File: src/design/fnv1a_hash_with_final_mix_core_assert.svh
// Assertion macros shared by the hash core.
// Each macro samples on clk_i and is disabled while rst_ni is low.
`ifndef FNV1A_HASH_WITH_FINAL_MIX_CORE_ASSERT_SVH
`define FNV1A_HASH_WITH_FINAL_MIX_CORE_ASSERT_SVH

// The consequent must hold in the same cycle as the antecedent.
`define FNVMIX_ASSERT_NOW(label, ante, cons) \
  label: assert property (@(posedge clk_i) disable iff (!rst_ni) (ante) |-> (cons)) \
    else $error("fnvmix same-cycle check failed");

// The consequent must hold in the cycle after the antecedent.
`define FNVMIX_ASSERT_NEXT(label, ante, cons) \
  label: assert property (@(posedge clk_i) disable iff (!rst_ni) (ante) |=> (cons)) \
    else $error("fnvmix next-cycle check failed");

`endif

File: src/design/fnvmix_pkg.sv
`default_nettype none

package fnvmix_pkg;

  localparam int unsigned HASH_W = 32;
  localparam int unsigned BYTE_W = 8;

  localparam logic [HASH_W-1:0] FNV_BASIS = 32'd2166136261;
  localparam logic [HASH_W-1:0] FNV_PRIME = 32'd16777619;

  // Shift amounts of the finishing mix.
  localparam int unsigned MIX_SH_A = 13;
  localparam int unsigned MIX_SH_B = 7;
  localparam int unsigned MIX_SH_C = 3;
  localparam int unsigned MIX_SH_D = 17;
  localparam int unsigned MIX_SH_E = 5;

  // Product of a byte step, valid only when the byte closed a message.
  typedef struct packed {
    logic              vld;
    logic [HASH_W-1:0] hash;
  } prod_t;

  // First mix step: add the left shift, then fold in the right shift.
  function automatic logic [HASH_W-1:0] mix_first(input logic [HASH_W-1:0] h);
    logic [HASH_W-1:0] t;
    t = h + (h << MIX_SH_A);
    return t ^ (t >> MIX_SH_B);
  endfunction

  // Second mix step.
  function automatic logic [HASH_W-1:0] mix_second(input logic [HASH_W-1:0] h);
    logic [HASH_W-1:0] t;
    t = h + (h << MIX_SH_C);
    return t ^ (t >> MIX_SH_D);
  endfunction

  // Last mix step.
  function automatic logic [HASH_W-1:0] mix_last(input logic [HASH_W-1:0] h);
    return h + (h << MIX_SH_E);
  endfunction

endpackage

`default_nettype wire

File: src/design/fnvmix_msg_if.sv
`default_nettype none

// Message byte channel.
interface fnvmix_msg_if;
  logic                          valid;
  logic                          ready;
  logic [fnvmix_pkg::BYTE_W-1:0] msg_byte;
  logic                          is_last;

  modport source (output valid, output msg_byte, output is_last, input ready);
  modport sink (input valid, input msg_byte, input is_last, output ready);
endinterface

`default_nettype wire

File: src/design/fnvmix_hash_if.sv
`default_nettype none

// Finished hash channel.
interface fnvmix_hash_if;
  logic                          valid;
  logic                          ready;
  logic [fnvmix_pkg::HASH_W-1:0] hash_value;

  modport source (output valid, output hash_value, input ready);
  modport sink (input valid, input hash_value, output ready);
endinterface

`default_nettype wire

File: src/design/fnvmix_accum.sv
`default_nettype none

// Running FNV-1a state: seed register, message flag and per-byte update.
module fnvmix_accum (
  input  wire logic                          clk_i,
  input  wire logic                          rst_ni,
  input  wire logic                          cfg_we_i,
  input  wire logic [fnvmix_pkg::HASH_W-1:0] cfg_wdata_i,
  input  wire logic                          acc_en_i,
  input  wire logic [fnvmix_pkg::BYTE_W-1:0] msg_byte_i,
  input  wire logic                          is_last_i,
  output fnvmix_pkg::prod_t                  prod_o,
  output logic                               in_msg_o
);

  logic [fnvmix_pkg::HASH_W-1:0] seed_q, seed_d;
  logic [fnvmix_pkg::HASH_W-1:0] run_q, run_d;
  logic                          in_msg_q, in_msg_d;
  logic [fnvmix_pkg::HASH_W-1:0] h_start;
  logic [fnvmix_pkg::HASH_W-1:0] h_mixed;
  logic [fnvmix_pkg::HASH_W-1:0] h_prod;

  // A new message starts from the basis XOR the seed, otherwise from the running hash.
  always_comb begin
    h_start = in_msg_q ? run_q : (fnvmix_pkg::FNV_BASIS ^ seed_q);
    h_mixed = h_start ^ {{(fnvmix_pkg::HASH_W - fnvmix_pkg::BYTE_W){1'b0}}, msg_byte_i};
    h_prod  = h_mixed * fnvmix_pkg::FNV_PRIME;
  end

  // Next state for the seed, the running hash and the message flag.
  always_comb begin
    seed_d   = cfg_we_i ? cfg_wdata_i : seed_q;
    run_d    = run_q;
    in_msg_d = in_msg_q;
    if (acc_en_i) begin
      run_d    = h_prod;
      in_msg_d = !is_last_i;
    end
  end

  // Control state and the seed reset; the running hash is only read mid-message.
  always_ff @(posedge clk_i or negedge rst_ni) begin
    if (!rst_ni) begin
      seed_q   <= '0;
      in_msg_q <= 1'b0;
    end else begin
      seed_q   <= seed_d;
      in_msg_q <= in_msg_d;
    end
  end

  always_ff @(posedge clk_i) begin
    run_q <= run_d;
  end

  // A closing byte hands its product to the finishing pipeline.
  assign prod_o.vld  = acc_en_i && is_last_i;
  assign prod_o.hash = h_prod;
  assign in_msg_o    = in_msg_q;

endmodule

`default_nettype wire

File: src/design/fnvmix_finish.sv
`default_nettype none

// Finishing mix pipeline: product register, two mix stages, result register.
module fnvmix_finish (
  input  wire logic                          clk_i,
  input  wire logic                          rst_ni,
  input  wire fnvmix_pkg::prod_t             prod_i,
  output logic                               ready_o,
  output logic                               out_valid_o,
  input  wire logic                          out_ready_i,
  output logic [fnvmix_pkg::HASH_W-1:0]      hash_value_o
);

  logic                          v_p_q, v_p_d;
  logic                          v_a_q, v_a_d;
  logic                          v_b_q, v_b_d;
  logic                          v_o_q, v_o_d;
  logic [fnvmix_pkg::HASH_W-1:0] h_p_q, h_a_q, h_b_q, h_o_q;
  logic                          en_p, en_a, en_b, en_o;

  // A stage loads when it is empty or its content moves on this cycle.
  always_comb begin
    en_o = !v_o_q || out_ready_i;
    en_b = !v_b_q || en_o;
    en_a = !v_a_q || en_b;
    en_p = !v_p_q || en_a;
  end

  // Valid bits advance with their stage enables.
  always_comb begin
    v_p_d = en_p ? prod_i.vld : v_p_q;
    v_a_d = en_a ? v_p_q : v_a_q;
    v_b_d = en_b ? v_a_q : v_b_q;
    v_o_d = en_o ? v_b_q : v_o_q;
  end

  always_ff @(posedge clk_i or negedge rst_ni) begin
    if (!rst_ni) begin
      v_p_q <= 1'b0;
      v_a_q <= 1'b0;
      v_b_q <= 1'b0;
      v_o_q <= 1'b0;
    end else begin
      v_p_q <= v_p_d;
      v_a_q <= v_a_d;
      v_b_q <= v_b_d;
      v_o_q <= v_o_d;
    end
  end

  // Data registers: the product register takes the closing product, and each later stage applies one mix step.
  always_ff @(posedge clk_i) begin
    if (en_p && prod_i.vld) begin
      h_p_q <= prod_i.hash;
    end
    if (en_a && v_p_q) begin
      h_a_q <= fnvmix_pkg::mix_first(h_p_q);
    end
    if (en_b && v_a_q) begin
      h_b_q <= fnvmix_pkg::mix_second(h_a_q);
    end
    if (en_o && v_b_q) begin
      h_o_q <= fnvmix_pkg::mix_last(h_b_q);
    end
  end

  assign ready_o      = en_p;
  assign out_valid_o  = v_o_q;
  assign hash_value_o = h_o_q;

endmodule

`default_nettype wire

File: src/design/fnv1a_hash_with_final_mix_core.sv
// Seeded FNV-1a hash core with a shift-add/xor finishing mix.
// Channels: msg_i carries one unsigned message byte per request, with is_last
// marking the final byte of a message; hash_o carries one finished 32-bit
// hash per message. cfg_we_i/cfg_wdata_i write the 32-bit seed, which is
// XORed into the FNV offset basis when the next message starts; a write in
// the middle of a message leaves that message alone.
// Throughput: one byte per cycle while msg_i.ready is high. The running hash update
// (XOR and constant multiply by the FNV prime) is combinational, which sets that rate.
// The hash of a message reaches hash_o from its last accepted byte through a
// product register, two mix stages and the result register.
// Stalls: each pipeline stage holds its request while hash_o is not taken;
// msg_i.ready drops only when all four stages are full and hash_o is stalled.
// Reset: the seed clears to zero, no message is in progress and the
// pipeline is empty.
`default_nettype none

`include "fnv1a_hash_with_final_mix_core_assert.svh"

module fnv1a_hash_with_final_mix_core (
  input  wire logic                          clk_i,
  input  wire logic                          rst_ni,
  input  wire logic                          cfg_we_i,
  input  wire logic [fnvmix_pkg::HASH_W-1:0] cfg_wdata_i,
  fnvmix_msg_if.sink                         msg_i,
  fnvmix_hash_if.source                      hash_o
);

  fnvmix_pkg::prod_t prod;
  logic              acc_en;
  logic              in_msg;
  logic              fin_ready;

  // A byte request is accepted when valid meets ready.
  assign acc_en      = msg_i.valid && fin_ready;
  assign msg_i.ready = fin_ready;

  fnvmix_accum u_accum (
    .clk_i       (clk_i),
    .rst_ni      (rst_ni),
    .cfg_we_i    (cfg_we_i),
    .cfg_wdata_i (cfg_wdata_i),
    .acc_en_i    (acc_en),
    .msg_byte_i  (msg_i.msg_byte),
    .is_last_i   (msg_i.is_last),
    .prod_o      (prod),
    .in_msg_o    (in_msg)
  );

  fnvmix_finish u_finish (
    .clk_i        (clk_i),
    .rst_ni       (rst_ni),
    .prod_i       (prod),
    .ready_o      (fin_ready),
    .out_valid_o  (hash_o.valid),
    .out_ready_i  (hash_o.ready),
    .hash_value_o (hash_o.hash_value)
  );

  // The input only backs up when the result is held by a stalled receiver.
  `FNVMIX_ASSERT_NOW(a_stall_cause, !msg_i.ready, hash_o.valid && !hash_o.ready)
  // A last byte closes the message.
  `FNVMIX_ASSERT_NEXT(a_msg_close, msg_i.valid && msg_i.ready && msg_i.is_last, !in_msg)
  // Any other byte leaves a message open.
  `FNVMIX_ASSERT_NEXT(a_msg_open, msg_i.valid && msg_i.ready && !msg_i.is_last, in_msg)

endmodule

`default_nettype wire

File: src/flat_wrapper.sv
// flat-port wrapper written by rule: the top's interface ports become plain ports
module fnv1a_hash_with_final_mix_core_flat 
  (clk_i, rst_ni, cfg_we_i, cfg_wdata_i, msg_i_valid, msg_i_msg_byte, msg_i_is_last, msg_i_ready, hash_o_valid, hash_o_hash_value, hash_o_ready);
  fnvmix_msg_if msg_i_i ();
  fnvmix_hash_if hash_o_i ();
  input  wire logic clk_i;
  input  wire logic rst_ni;
  input  wire logic cfg_we_i;
  input  wire logic [fnvmix_pkg::HASH_W-1:0] cfg_wdata_i;
  input wire logic [$bits(msg_i_i.valid)-1:0] msg_i_valid;
  input wire logic [$bits(msg_i_i.msg_byte)-1:0] msg_i_msg_byte;
  input wire logic [$bits(msg_i_i.is_last)-1:0] msg_i_is_last;
  output wire logic [$bits(msg_i_i.ready)-1:0] msg_i_ready;
  output wire logic [$bits(hash_o_i.valid)-1:0] hash_o_valid;
  output wire logic [$bits(hash_o_i.hash_value)-1:0] hash_o_hash_value;
  input wire logic [$bits(hash_o_i.ready)-1:0] hash_o_ready;
  assign msg_i_i.valid = msg_i_valid;
  assign msg_i_i.msg_byte = msg_i_msg_byte;
  assign msg_i_i.is_last = msg_i_is_last;
  assign msg_i_ready = msg_i_i.ready;
  assign hash_o_valid = hash_o_i.valid;
  assign hash_o_hash_value = hash_o_i.hash_value;
  assign hash_o_i.ready = hash_o_ready;
  fnv1a_hash_with_final_mix_core u_core (.clk_i(clk_i), .rst_ni(rst_ni), .cfg_we_i(cfg_we_i), .cfg_wdata_i(cfg_wdata_i), .msg_i(msg_i_i), .hash_o(hash_o_i));
endmodule
File: config.mk
export PLATFORM = sky130hd
export DESIGN_NAME = fnv1a_hash_with_final_mix_core_flat
export DESIGN_NICKNAME = d
export VERILOG_FILES = /design/src/design/fnvmix_pkg.sv /design/src/design/fnvmix_msg_if.sv /design/src/design/fnvmix_hash_if.sv /design/src/design/fnvmix_accum.sv /design/src/design/fnvmix_finish.sv /design/src/design/fnv1a_hash_with_final_mix_core.sv /design/src/flat_wrapper.sv
export VERILOG_INCLUDE_DIRS = /design/src /design/src/design
export SDC_FILE = /design/constraint.sdc
export NUM_CORES = 1
export LEC_CHECK = 0
export ABC_AREA = 1
export BUFFER_PORTS_ARGS = -buffer_cell sky130_fd_sc_hd__buf_2
export CAP_MARGIN = 20
export CORE_MARGIN = 2
export CORE_UTILIZATION = 60
export DETAILED_ROUTE_END_ITERATION = 7
export GPL_TIMING_DRIVEN = 0
export HOLD_SLACK_MARGIN = 0.08
export PLACE_DENSITY_LB_ADDON = 0.12
export SKIP_CTS_REPAIR_TIMING = 1
export SYNTH_ARGS = -nofsm -noshare
export SYNTH_HDL_FRONTEND = slang
export SYNTH_SLANG_ARGS = --single-unit
File: constraint.sdc
create_clock -name clk_i -period 6.15 [get_ports clk_i]
set_input_delay 0.3075 -clock clk_i [delete_from_list [all_inputs] [get_ports clk_i]]
set_output_delay 0.3075 -clock clk_i [all_outputs]
set_load 0.005 [all_outputs]
==> impl_metrics.ini <==
[critical_path]
reg2reg_to = u_core.u_finish.h_p_q[31]
worstSetupPathType = reg2reg
max_stage_delay_ns = 0.56
worst_setup_path_end_kind = flop
r2r-start = u_core.u_accum.in_msg_o
reg2reg_slack_ns = 0.11
critPathArrivalTime_ns = 6.22
cpMostUsedCell = inv_1
cp_slowest_cell = fa_1
ff2ff_path_depth = 28
worstSetupStartpointType = flop
worstPathMaxFanout = 10
worstPathRequired_ns = 6.33

[floorplan]
io_pins = 80
start_util_pct = 60.6
die_h_um = 177
core_um2 = 29500
rows = 63
die_x_um = 177
die_area_um2 = 31200

[yosys]
synth_edf_count = 160
avgSynthCellArea_um2 = 8.48
yosysWarnings = 0
synth-seq-cells = 197
synth_nets = 2483
syn_inst = 2106
syn_area_um2 = 17900
ys_types = 43
ys_seq_area_share_pct = 32.1
synth_flop_cell = edfxtp_1
synthArstFlopShare_pct = 18.8

[cts]
clkSinkCount = 197
cts_root_buf = clkbuf_16
cts_tree = built
htree_levels = 4
clk_pin_slew_ns = 0.08
insertion_delay_ns = 0.46
numCtsBuffers = 17
clockBufferDepth = 2

[final_layout]
regArea_um2 = 5730
areaGrowthSynthToFinish_pct = 11.9
final_common_cell = nand2_1
postLayoutCoreUtil_pct = 67.8
final.fill_count = 2424
final_net_count = 2606
final_area_um2 = 20000
layout_common_cells = 483 x nand2_1, 387 x inv_1, 245 x ha_1, 160 x edfxtp_1, 131 x nor2_1
antenna_cells = 0
layout-drive-gt1-share_pct = 9.77
multi_input_area_um2 = 10900

[timing]
fin_worst_skew_ns = 0.0131
period_share_pct = 98.3
fmax_ghz = 0.165
finalSetupViolCount = 0
slew_viol_final = 0
setup_tns_ns = 0
timing.final.crit_period_ns = 6.04
maxSlewHeadroom_pct = 35.2
finalHoldViolCount = 0
worstMarginPinSlew_ns = 0.970

[job]
maxCapViolCount = 0

[drt]
drtIter0Drc = 1054
drt-total-wl_um = 50200
ant_nets = 0
drt_pass1_iterations = 6
post_drt_wl_per_cell_um = 19.1
remaining_drc_errors = 0
viasPerCell = 5.58
num_vias = 14700

[hold_path]
worst_hold_path.endpoint = u_core.u_accum.seed_q[25]
hp-start = cfg_wdata_i[25]
hold_class = in2reg
min_path_cells = 3

[place]
placed_cell_area_um2 = 18800
routabilityCongestion = 0.964
hpwl_um = 41400
io_buffers = 78

[global_route]
grt_pass1_wl_um = 76200
grt_usage_pct = 32.5
grt_start_max_net_pins = 38
grt_pass1_vias = 14400
antenna_found_initial = 1
grt-ovfl-total = 0

[outcome]
outcome = finished clean
## metal layers
metal | vias to the layer above | GRT usage [%] | wire, um
met4 | 0 | 15.9 | 2640
met1 | 6953 | 38.6 | 20000
met5 | - | 0 | 0
met2 | 492 | 57.7 | 25200
met3 | 110 | 4.44 | 2330
li1 | 7125 | - | -
## logic make-up after synthesis
family,Yosys count,share of synthesized area [%]
buffers and inverters,404,8.56
multiplexers,15,0.946
flip-flops,197,32.1
XOR/XNOR,112,5.70
AND/OR/NAND/NOR,809,19.1
AO/OA/AOI/OAI,238,7.13
adder cells (fa/ha/maj),331,26.4
## critical path: cells and delay by family (launching register included)
family / cells / cell delay (ns)
fa+ha+maj: 8 / 3.12
buf+inv: 11 / 1.30
compound gates: 1 / 0.11
simple gates: 8 / 0.81
flops: 1 / 0.40
## Yosys cell counts, types with 16 or more instances
cell type,n,area [um^2]
nand3b_1,19,143
ha_1,254,3180
fa_1,77,1540
nor2_1,136,510
nand3_1,98,490
xnor2_1,32,280
xor2_1,77,674
dfrtp_1,37,926
o21ai_0,96,480
edfxtp_1,160,4800
nor3_1,16,80.1
nand4_1,27,169
a21oi_1,106,531
inv_1,389,1460
nand2_1,488,1830
## metrics by stage
stage,std cells,hold WS [ns],worst slack [ns]
2_1_floorplan,2106,0.0119,0.555
3_3_place_gp,2574,0.442,-0.821
3_5_place_dp,2575,0.451,-1.00
4_1_cts,2607,-0.0390,-1.03
5_1_grt,2632,0.0820,-0.0664
6_report,2632,0.0501,0.106
## worst max path at each step
stage | cells after the start | slack, ns | startpoint | to
after floorplan | 22 | 0.56 | u_core.u_accum.in_msg_o | u_core.u_accum.run_q[30]
after global placement | 29 | -0.82 | u_core.u_accum.in_msg_o | u_core.u_finish.h_p_q[31]
after detailed placement | 27 | -1.00 | u_core.u_accum.in_msg_o | u_core.u_finish.h_p_q[31]
after CTS | 27 | -1.03 | u_core.u_accum.in_msg_o | u_core.u_finish.h_p_q[31]
after global routing | 28 | -0.07 | u_core.u_accum.in_msg_o | u_core.u_finish.h_p_q[31]
final | 28 | 0.11 | u_core.u_accum.in_msg_o | u_core.u_finish.h_p_q[31]
## area by class of cell
| type | count | share of cell area, % |
|---|---|---|
| multi-input combinational | 1505 | 54.7 |
| sequential | 197 | 28.7 |
| inverter | 391 | 7.35 |
| timing repair buffer | 104 | 3.34 |
| tap | 390 | 2.44 |
| clock buffer | 18 | 2.15 |
| clock inverter | 14 | 0.883 |
| buffer | 13 | 0.495 |
## registers in the layout (all words and copies together) (netlist names)
name,flops
u_core.u_accum.run_q,32
u_core.u_accum.seed_q,32
u_core.u_finish.h_a_q,32
u_core.u_finish.h_b_q,32
u_core.u_finish.h_p_q,32
u_core.u_finish.hash_value_o,32
u_core.u_accum.in_msg_o,1
u_core.u_finish.out_valid_o,1
u_core.u_finish.v_a_q,1
u_core.u_finish.v_b_q,1
u_core.u_finish.v_p_q,1
Power is not shown: default switching activity piles up to over one toggle a cycle in this logic, so the estimate is an artifact.
